--- src/rtl/bfba_pkg.sv ---
`default_nettype none
// ----------------------------------------------------------------------------
// bfba_pkg
// Shared types and constants of the best-fit block allocator: item layouts,
// opcodes, status codes and parameter defaults.
// ----------------------------------------------------------------------------
package bfba_pkg;

    // Field widths of the items on the ports
    localparam int OPCODE_W     = 2;
    localparam int SIZE_FIELD_W = 16;
    localparam int STATUS_W     = 2;
    localparam int INDEX_FIELD_W = 4;
    localparam int REQNUM_W     = 16;

    // Defaults of the top-level parameters
    localparam int BFBA_MAX_BLOCKS = 16;
    localparam int BFBA_SIZE_BITS  = 16;

    // Opcodes of an input item
    typedef enum logic [OPCODE_W-1:0] {
        OP_CLEAR  = 2'd0,
        OP_APPEND = 2'd1,
        OP_ALLOC  = 2'd2,
        OP_NOP    = 2'd3
    } t_opcode;

    // Status codes of a result item
    localparam logic [STATUS_W-1:0] ST_DONE   = 2'd0;
    localparam logic [STATUS_W-1:0] ST_NOFIT  = 2'd1;
    localparam logic [STATUS_W-1:0] ST_FULL   = 2'd2;

    typedef struct packed {
        logic [OPCODE_W-1:0]     opcode;
        logic [SIZE_FIELD_W-1:0] size;
    } t_in_item;

    typedef struct packed {
        logic [STATUS_W-1:0]      status;
        logic [INDEX_FIELD_W-1:0] block_index;
        logic [SIZE_FIELD_W-1:0]  remaining_size;
        logic [REQNUM_W-1:0]      request_number;
    } t_out_item;

    // Control of the shared compare unit
    typedef struct packed {
        logic start;   // forget the current best candidate
        logic vld;     // a table entry is presented this cycle
    } t_cmp_ctl;

endpackage : bfba_pkg
`default_nettype wire

--- src/rtl/best_fit_block_allocator.sv ---
`default_nettype none
// ----------------------------------------------------------------------------
// best_fit_block_allocator
// Best-fit allocator over a table of free-block sizes.
// ----------------------------------------------------------------------------
// Usage:
//   Input channel (i_in_valid / o_in_stall / i_in_item) takes one command:
//   clear, append a free block, allocate a request, or no-op. Output channel
//   (o_out_valid / i_out_stall / o_out_item) gives one result per command.
//   Clear, append, no-op and an allocate on an empty table go from accept
//   straight to the finish state, which loads the output register once it
//   is free. Other allocates first pass the scan, wait and update states
//   over the N loaded blocks: the table memory has one read port and the
//   compare unit examines one entry per cycle, then the update state
//   writes the shrunk block back if one fits. The block takes one command at a
//   time; o_in_stall is high while a command is in work.
//   The result sits in an output register, so a new command is accepted while
//   the previous result still waits. If the receiver stalls and a further
//   result is finished, that result waits in the block and the input stalls.
//   Reset empties the table, zeroes the request counter and drops any
//   pending result; table contents are not cleared and need no clearing pass.
// ----------------------------------------------------------------------------
module best_fit_block_allocator
    import bfba_pkg::*;
#(
    parameter int MAX_BLOCKS = BFBA_MAX_BLOCKS,
    parameter int SIZE_BITS  = BFBA_SIZE_BITS
) (
    input  wire logic      i_clk,
    input  wire logic      i_rst_n,
    input  wire logic      i_in_valid,
    output logic           o_in_stall,
    input  wire t_in_item  i_in_item,
    output logic           o_out_valid,
    input  wire logic      i_out_stall,
    output t_out_item      o_out_item
);

    localparam int IDX_W = (MAX_BLOCKS > 1) ? $clog2(MAX_BLOCKS) : 1;
    localparam int CNT_W = $clog2(MAX_BLOCKS + 1);
    localparam logic [CNT_W-1:0] CNT_FULL = CNT_W'(MAX_BLOCKS);

    typedef enum logic [4:0] {
        S_IDLE = 5'b00001,
        S_SCAN = 5'b00010,
        S_WAIT = 5'b00100,
        S_UPD  = 5'b01000,
        S_FIN  = 5'b10000
    } t_state;

    t_state               r_state, n_state;
    logic [CNT_W-1:0]     r_loaded, n_loaded;
    logic [REQNUM_W-1:0]  r_reqs, n_reqs;
    logic [IDX_W-1:0]     r_scan, n_scan;
    logic                 r_rd_vld;
    logic [IDX_W-1:0]     r_rd_idx;
    logic [SIZE_BITS-1:0] r_req_sz, n_req_sz;
    t_out_item            r_res, n_res;
    logic                 r_out_valid, n_out_valid;
    t_out_item            r_out, n_out;

    logic                 accept;
    logic [SIZE_BITS-1:0] in_sz;
    logic [SIZE_BITS+SIZE_FIELD_W-1:0] in_sz_ext;
    logic                 wr_en;
    logic [IDX_W-1:0]     wr_addr;
    logic [SIZE_BITS-1:0] wr_data;
    logic                 rd_en;
    logic [SIZE_BITS-1:0] rd_data;
    t_cmp_ctl             cmp_ctl;
    logic                 cmp_found;
    logic [IDX_W-1:0]     cmp_idx;
    logic [SIZE_BITS-1:0] cmp_rem;
    logic [IDX_W+INDEX_FIELD_W-1:0]     idx_ext_app, idx_ext_best;
    logic [SIZE_BITS+SIZE_FIELD_W-1:0]  sz_ext_app, sz_ext_rem;

    assign o_in_stall = (r_state != S_IDLE);
    assign accept     = i_in_valid && !o_in_stall;

    // Take the size modulo the table width
    assign in_sz_ext = {{SIZE_BITS{1'b0}}, i_in_item.size};
    assign in_sz     = in_sz_ext[SIZE_BITS-1:0];

    // Width adjust of indexes and sizes onto the result fields
    assign idx_ext_app  = {{INDEX_FIELD_W{1'b0}}, r_loaded[IDX_W-1:0]};
    assign idx_ext_best = {{INDEX_FIELD_W{1'b0}}, cmp_idx};
    assign sz_ext_app   = {{SIZE_FIELD_W{1'b0}}, in_sz};
    assign sz_ext_rem   = {{SIZE_FIELD_W{1'b0}}, cmp_rem};

    assign rd_en = (r_state == S_SCAN);
    assign cmp_ctl.start = accept;
    assign cmp_ctl.vld   = r_rd_vld;

    bfba_mem #(
        .DEPTH  (MAX_BLOCKS),
        .DATA_W (SIZE_BITS),
        .ADDR_W (IDX_W)
    ) u_mem (
        .i_clk     (i_clk),
        .i_wr_en   (wr_en),
        .i_wr_addr (wr_addr),
        .i_wr_data (wr_data),
        .i_rd_en   (rd_en),
        .i_rd_addr (r_scan),
        .o_rd_data (rd_data)
    );

    bfba_cmp #(
        .DATA_W (SIZE_BITS),
        .IDX_W  (IDX_W)
    ) u_cmp (
        .i_clk       (i_clk),
        .i_rst_n     (i_rst_n),
        .i_ctl       (cmp_ctl),
        .i_data      (rd_data),
        .i_idx       (r_rd_idx),
        .i_req       (r_req_sz),
        .o_found     (cmp_found),
        .o_best_idx  (cmp_idx),
        .o_remaining (cmp_rem)
    );

    // Sequencer
    always_comb begin
        n_state     = r_state;
        n_loaded    = r_loaded;
        n_reqs      = r_reqs;
        n_scan      = r_scan;
        n_req_sz    = r_req_sz;
        n_res       = r_res;
        n_out_valid = r_out_valid;
        n_out       = r_out;
        wr_en       = 1'b0;
        wr_addr     = r_loaded[IDX_W-1:0];
        wr_data     = in_sz;

        // Drop the delivered result
        if (r_out_valid && !i_out_stall) begin
            n_out_valid = 1'b0;
        end

        unique case (r_state)
            S_IDLE: begin
                if (accept) begin
                    n_res    = '0;
                    n_req_sz = in_sz;
                    n_scan   = '0;
                    n_state  = S_FIN;
                    unique case (t_opcode'(i_in_item.opcode))
                        OP_CLEAR: begin
                            n_loaded = '0;
                            n_reqs   = '0;
                        end
                        OP_APPEND: begin
                            if (r_loaded == CNT_FULL) begin
                                n_res.status = ST_FULL;
                            end else begin
                                wr_en                = 1'b1;
                                n_loaded             = r_loaded + 1'b1;
                                n_res.status         = ST_DONE;
                                n_res.block_index    = idx_ext_app[INDEX_FIELD_W-1:0];
                                n_res.remaining_size = sz_ext_app[SIZE_FIELD_W-1:0];
                            end
                        end
                        OP_ALLOC: begin
                            n_reqs               = r_reqs + 1'b1;
                            n_res.request_number = r_reqs + 1'b1;
                            if (r_loaded == '0) begin
                                n_res.status = ST_NOFIT;
                            end else begin
                                n_state = S_SCAN;
                            end
                        end
                        OP_NOP: begin
                        end
                    endcase
                end
            end
            S_SCAN: begin
                // Advance the read address over the loaded entries
                n_scan = r_scan + 1'b1;
                if (CNT_W'(r_scan) + 1'b1 == r_loaded) begin
                    n_state = S_WAIT;
                end
            end
            S_WAIT: begin
                n_state = S_UPD;
            end
            S_UPD: begin
                // Shrink the chosen block
                if (cmp_found) begin
                    wr_en                = 1'b1;
                    wr_addr              = cmp_idx;
                    wr_data              = cmp_rem;
                    n_res.status         = ST_DONE;
                    n_res.block_index    = idx_ext_best[INDEX_FIELD_W-1:0];
                    n_res.remaining_size = sz_ext_rem[SIZE_FIELD_W-1:0];
                end else begin
                    n_res.status = ST_NOFIT;
                end
                n_state = S_FIN;
            end
            S_FIN: begin
                // Hand the result to the output register once it is free
                if (!r_out_valid || !i_out_stall) begin
                    n_out_valid = 1'b1;
                    n_out       = r_res;
                    n_state     = S_IDLE;
                end
            end
            default: begin
                n_state = S_IDLE;
            end
        endcase
    end

    always_ff @(posedge i_clk) begin
        if (!i_rst_n) begin
            r_state     <= S_IDLE;
            r_loaded    <= '0;
            r_reqs      <= '0;
            r_out_valid <= 1'b0;
            r_rd_vld    <= 1'b0;
        end else begin
            r_state     <= n_state;
            r_loaded    <= n_loaded;
            r_reqs      <= n_reqs;
            r_out_valid <= n_out_valid;
            r_rd_vld    <= rd_en;
        end
    end

    // Payload registers
    always_ff @(posedge i_clk) begin
        r_scan   <= n_scan;
        r_rd_idx <= r_scan;
        r_req_sz <= n_req_sz;
        r_res    <= n_res;
        r_out    <= n_out;
    end

    assign o_out_valid = r_out_valid;
    assign o_out_item  = r_out;

endmodule : best_fit_block_allocator
`default_nettype wire

--- src/rtl/bfba_mem.sv ---
`default_nettype none
// ----------------------------------------------------------------------------
// bfba_mem
// Free-block size table: one write port, one read port with registered data.
// ----------------------------------------------------------------------------
module bfba_mem #(
    parameter int DEPTH  = 16,
    parameter int DATA_W = 16,
    parameter int ADDR_W = 4
) (
    input  wire logic              i_clk,
    input  wire logic              i_wr_en,
    input  wire logic [ADDR_W-1:0] i_wr_addr,
    input  wire logic [DATA_W-1:0] i_wr_data,
    input  wire logic              i_rd_en,
    input  wire logic [ADDR_W-1:0] i_rd_addr,
    output logic      [DATA_W-1:0] o_rd_data
);

    logic [DATA_W-1:0] r_mem [DEPTH];

    // Write one entry
    always_ff @(posedge i_clk) begin
        if (i_wr_en) begin
            r_mem[i_wr_addr] <= i_wr_data;
        end
    end

    // Read one entry, data valid in the next cycle
    always_ff @(posedge i_clk) begin
        if (i_rd_en) begin
            o_rd_data <= r_mem[i_rd_addr];
        end
    end

endmodule : bfba_mem
`default_nettype wire

--- src/rtl/bfba_cmp.sv ---
`default_nettype none
// ----------------------------------------------------------------------------
// bfba_cmp
// Shared compare unit: keeps the smallest entry that still fits the request,
// first index winning on ties, and forms the size left after allocation.
// ----------------------------------------------------------------------------
module bfba_cmp
    import bfba_pkg::*;
#(
    parameter int DATA_W = 16,
    parameter int IDX_W  = 4
) (
    input  wire logic              i_clk,
    input  wire logic              i_rst_n,
    input  wire t_cmp_ctl          i_ctl,
    input  wire logic [DATA_W-1:0] i_data,
    input  wire logic [IDX_W-1:0]  i_idx,
    input  wire logic [DATA_W-1:0] i_req,
    output logic                   o_found,
    output logic      [IDX_W-1:0]  o_best_idx,
    output logic      [DATA_W-1:0] o_remaining
);

    logic              r_found;
    logic [IDX_W-1:0]  r_best_idx;
    logic [DATA_W-1:0] r_best_size;
    logic              take;

    // Entry fits and beats the current candidate (strictly smaller)
    assign take = i_ctl.vld && (i_data >= i_req) && (!r_found || (i_data < r_best_size));

    always_ff @(posedge i_clk) begin
        if (!i_rst_n) begin
            r_found <= 1'b0;
        end else if (i_ctl.start) begin
            r_found <= 1'b0;
        end else if (take) begin
            r_found <= 1'b1;
        end
    end

    // Hold the best candidate
    always_ff @(posedge i_clk) begin
        if (take && !i_ctl.start) begin
            r_best_idx  <= i_idx;
            r_best_size <= i_data;
        end
    end

    assign o_found     = r_found;
    assign o_best_idx  = r_best_idx;
    assign o_remaining = r_best_size - i_req;

endmodule : bfba_cmp
`default_nettype wire

--- config.mk ---
export PLATFORM = sky130hd
export DESIGN_NAME = best_fit_block_allocator
export DESIGN_NICKNAME = d
export VERILOG_FILES = /design/src/rtl/bfba_pkg.sv /design/src/rtl/best_fit_block_allocator.sv /design/src/rtl/bfba_mem.sv /design/src/rtl/bfba_cmp.sv
export SDC_FILE = /design/constraint.sdc
export NUM_CORES = 1
export LEC_CHECK = 0
export ABC_CLOCK_PERIOD_IN_PS = 3900
export BUFFER_PORTS_ARGS = -buffer_cell sky130_fd_sc_hd__clkbuf_2
export CAP_MARGIN = 10
export CORE_MARGIN = 3
export CORE_UTILIZATION = 43
export CTS_CLUSTER_DIAMETER = 200
export DETAILED_ROUTE_END_ITERATION = 10
export GPL_TIMING_DRIVEN = 0
export MAX_ROUTING_LAYER = met4
export SETUP_SLACK_MARGIN = 0.2
export SLEW_MARGIN = 20
export SYNTH_ARGS = -nofsm -noshare
export SYNTH_HDL_FRONTEND = slang
export SYNTH_HIERARCHICAL = 1
export SYNTH_SLANG_ARGS = --single-unit
--- constraint.sdc ---
create_clock -name i_clk -period 3.9 [get_ports i_clk]
set_input_delay 0.39 -clock i_clk [delete_from_list [all_inputs] [get_ports i_clk]]
set_output_delay 0.39 -clock i_clk [all_outputs]
set_load 0.01 [all_outputs]
==> results.sh <==
export IMPL_holdPathStages=1
export IMPL_grt_pass1_vias=9928
export IMPL_numPlacedInstances=1653
export IMPL_yosys_area_share_simple_pct=5.76
export IMPL_overflow=0
export IMPL_vias=9582
export IMPL_drive_gt1_share_pct=22.0
export IMPL_ant_nets=0
export IMPL_postCtsSetupRepairBufs=0
export IMPL_synth_seq_cells=421
export IMPL_max_freq_mhz=290
export IMPL_drv_slew=0
export IMPL_crit_arrival_ns=3.73
export IMPL_drc=0
export IMPL_drt_initial_drc_count=778
export IMPL_netlist_instances=1046
export IMPL_die_height_um=209
export IMPL_postLayoutCoreUtil_pct=50.9
export IMPL_powerDensity_nw_per_um2=476
export IMPL_worst_slew_pin_slew_ns=1.11
export IMPL_clock_latency_ns=0.57
export IMPL_critPathKind="register to register"
export IMPL_synth_top_cell_by_area="edfxtp_1"
export IMPL_synth_top_family_by_area="multiplexers"
export IMPL_pwr_share_comb_pct=6.0
export IMPL_syn_to_final_growth_pct=15.7
export IMPL_relSlewSlack_pct=25.9
export IMPL_leakagePower_uw=0.00705
export IMPL_synth_xor_area_share_pct=1.72
export IMPL_finalCritPeriodShare_pct=88.6
export IMPL_cts_tree="yes"
export IMPL_setup_viol=0
export IMPL_drtPass1Iterations=4
export IMPL_fin_cells=1738
export IMPL_final_nets=1257
export IMPL_regArea_um2=12300
export IMPL_netlist_area_leader_share_pct=66.0
export IMPL_cts_root_buf="clkbuf_16"
export IMPL_die_width_um=209
export IMPL_hpwl_mm=26.4
export IMPL_wire_per_inst_um=21.8
export IMPL_synth_compound_area_share_pct=6.88
export IMPL_endpoint_kind="register"
export IMPL_initial_core_util_pct=44.0
export IMPL_path_buf_inv=3
export IMPL_rows=73
export IMPL_ys_top_cells_by_area="edfxtp_1 66%, mux4_2 6.9%, ha_1 3.8%"
export IMPL_cap_violations=0
export IMPL_fill_cells=3251
export IMPL_drt_wl_total_mm=37.9
export IMPL_clockBufferDepth=3
export IMPL_muxShareOfSynthArea_pct=9.66
export IMPL_clkPwrFrac_pct=42.3
export IMPL_rsz0062_at_grt="no"
export IMPL_finalHoldViolCount=0
export IMPL_ioPinCount=62
export IMPL_fin_skew_ns=0.0326
export IMPL_path_clk_slew_ns=0.07
export IMPL_die_area_um2=43500
export IMPL_synth_ff_type="edfxtp_1"
export IMPL_avgSynthCellArea_um2=16.9
export IMPL_seq_area_frac_synth_pct=69.8
export IMPL_cp_required_ns=4.18
export IMPL_grt_pass1_wl_mm=58.5
export IMPL_antenna_found_initial=0
export IMPL_ys_warn_count=6
export IMPL_critPathMaxFanout=10
export IMPL_synth_edf_count=388
export IMPL_hold_path_class="primary input to register"
export IMPL_ys_async_sr_fraction_pct=0
export IMPL_p_int_uw=7580
export IMPL_peakVddDrop_mv=0.298
export IMPL_cpPeakStageDelay_ns=0.57
export IMPL_cts_made_buffers=44
export IMPL_syn_num_nets=1122
export IMPL_status="finished, final reports clean"
export IMPL_via_per_inst=5.51
export IMPL_timing_critical_path_cells="buf_2 > nor3_1 > nand2_1 > nor2_4 > nand2_1 > buf_2 > mux2_1 > or3b_2 > nor2_2 > buf_8"
export IMPL_slowest_stage="or3b_2"
export IMPL_io_buffers=61
export IMPL_routabilityCongestion=0.825
export IMPL_ctsHtreeMaxLevel=2
export IMPL_p_switching_uw=2140
export IMPL_fin_crit_ns=3.45
export IMPL_synth_cell_type_count=79
export IMPL_grt_usage_pct=18.0
export IMPL_syn_area_um2=17600
export IMPL_grt_max_degree=44
export IMPL_crit_family="simple AND/OR/NAND/NOR gates"
export IMPL_fin_setup_tns_ns=0
export IMPL_ff2ff_setup_slack_ns=0.45
export IMPL_crit_cells=10
export IMPL_coreArea_um2=40100
export IMPL_switching_share_pct=22.0
export IMPL_antennaDiodeCount=0
export IMPL_reg2regPathDepth=10
export IMPL_start_kind="register"
export IMPL_clock_sinks=421
export IMPL_synthAdderAreaFrac_pct=3.87
export IMPL_multi_input_comb_area_um2=4990
export IMPL_power_frac_seq_pct=51.8
-- cell usage in the layout (no fill, tap or decap), drive strengths merged, types with 4 or more instances in the layout --
master / count
a22o: 16
a22oi: 34
nor4: 6
nand3b: 4
nand2b: 8
dfxtp: 33
o21ai: 16
a31oi: 5
and4: 4
nor2b: 6
edfxtp: 388
xnor2: 20
dlygate4sd3: 6
o21a: 11
and3: 5
a21o: 7
clkinvlp: 4
o211ai: 6
and2: 8
ha: 53
clkinv: 14
a21oi: 31
mux2: 20
clkbuf: 130
inv: 55
nand4: 10
nand3: 20
xor2: 12
mux4: 64
nor3: 17
bufinv: 4
nor2: 50
buf: 46
nand2: 47
-- registers in the layout (all words and copies together) (netlist names), 4 cells and up --
| register | cells |
|---|---|
| r_rd_idx | 4 |
| u_cmp/o_best_idx | 4 |
| r_loaded | 5 |
| o_out_item | 38 |
| u_cmp/r_best_size | 16 |
| u_mem/r_mem | 256 |
| r_res | 38 |
| r_state | 5 |
| r_reqs | 16 |
| r_scan | 4 |
| u_mem/o_rd_data | 16 |
| r_req_sz | 16 |
-- worst paths after layout --
kind,from,end
setup / recovery,r_state[0]$_SDFFE_PN1P_,u_mem/r_mem[3][5]$_DFFE_PP_
hold / removal,i_in_item[2],r_req_sz[2]$_DFFE_PP_
setup reg to reg,r_state[0]$_SDFFE_PN1P_,u_mem/r_mem[3][5]$_DFFE_PP_
hold reg to reg,r_rd_idx[3]$_DFF_P_,u_cmp/o_best_idx[3]$_DFFE_PP_
-- power by group through the flow --
stage | clock [µW] | combinational, µW | sequential (µW)
3_5_place_dp | 0 | 572 | 5130
2_1_floorplan | 0 | 379 | 5120
3_3_place_gp | 0 | 560 | 5130
5_1_grt | 4410 | 632 | 5030
6_report | 4110 | 579 | 5030
4_1_cts | 4230 | 579 | 5030
-- synth_stat cells, types with 8 or more instances --
library cell / count
o21ai_0: 15
a22o_1: 16
o21a_1: 11
nand2b_1: 8
nand4_1: 10
nand3_1: 19
buf_2: 8
clkbuf_1: 17
mux2_2: 18
inv_1: 51
nor3_1: 17
edfxtp_1: 388
dfxtp_1: 33
xor2_1: 12
a22oi_1: 34
nand2_1: 47
a21oi_1: 30
mux4_1: 10
ha_1: 53
nor2_1: 49
mux4_2: 54
xnor2_1: 20
-- layer usage --
layer / routed length, µm / part of all wire (%) / global-route usage, %
met5: 0 / 0 / -
met4: 684 / 1.8 / 4.34
met3: 1950 / 5.1 / 3.57
met2: 18400 / 49 / 29.0
met1: 16800 / 44 / 23.8
-- cell families (layout without fill, tap and decap cells) --
logic type                 Yosys count  after routing
AOI/OAI and AO/OA                  163            163
xor gates and xnor gates            33             33
adders and majority gates           54             54
buffers and inverters               92            259
DFF                                421            421
muxes                               84             84
and+or+nand+nor                    199            199
-- repair_timing --
item	in CTS	in global routing
setup endpoints to repair	0	25
gates resized for setup	0	1
endpoints found under the hold margin	6	0
hold buffers	6	0
-- through the flow --
step / total power, µW / setup WS [ns] / hold slack (ns) / instance area (µm²)
4_1_cts: 9840 / 0.379 / 0.0000251 / 20400
5_1_grt: 10100 / 0.254 / 0.00606 / 20400
3_5_place_dp: 5700 / 0.396 / 0.395 / 18900
2_1_floorplan: 5500 / 0.324 / 0.386 / 17600
3_3_place_gp: 5690 / -1.17 / 0.387 / 18600
6_report: 9720 / 0.446 / 0.0301 / 20400
-- cell type report --
class / count / area share [%]
sequential: 421 / 60.3
multi-input combinational: 533 / 24.4
clock buffer: 52 / 5.54
tap: 525 / 3.22
timing repair buffer: 89 / 3.11
clock inverter: 26 / 1.37
buffer: 41 / 1.06
inverter: 51 / 0.938
Power figures use the tool's default switching activity.
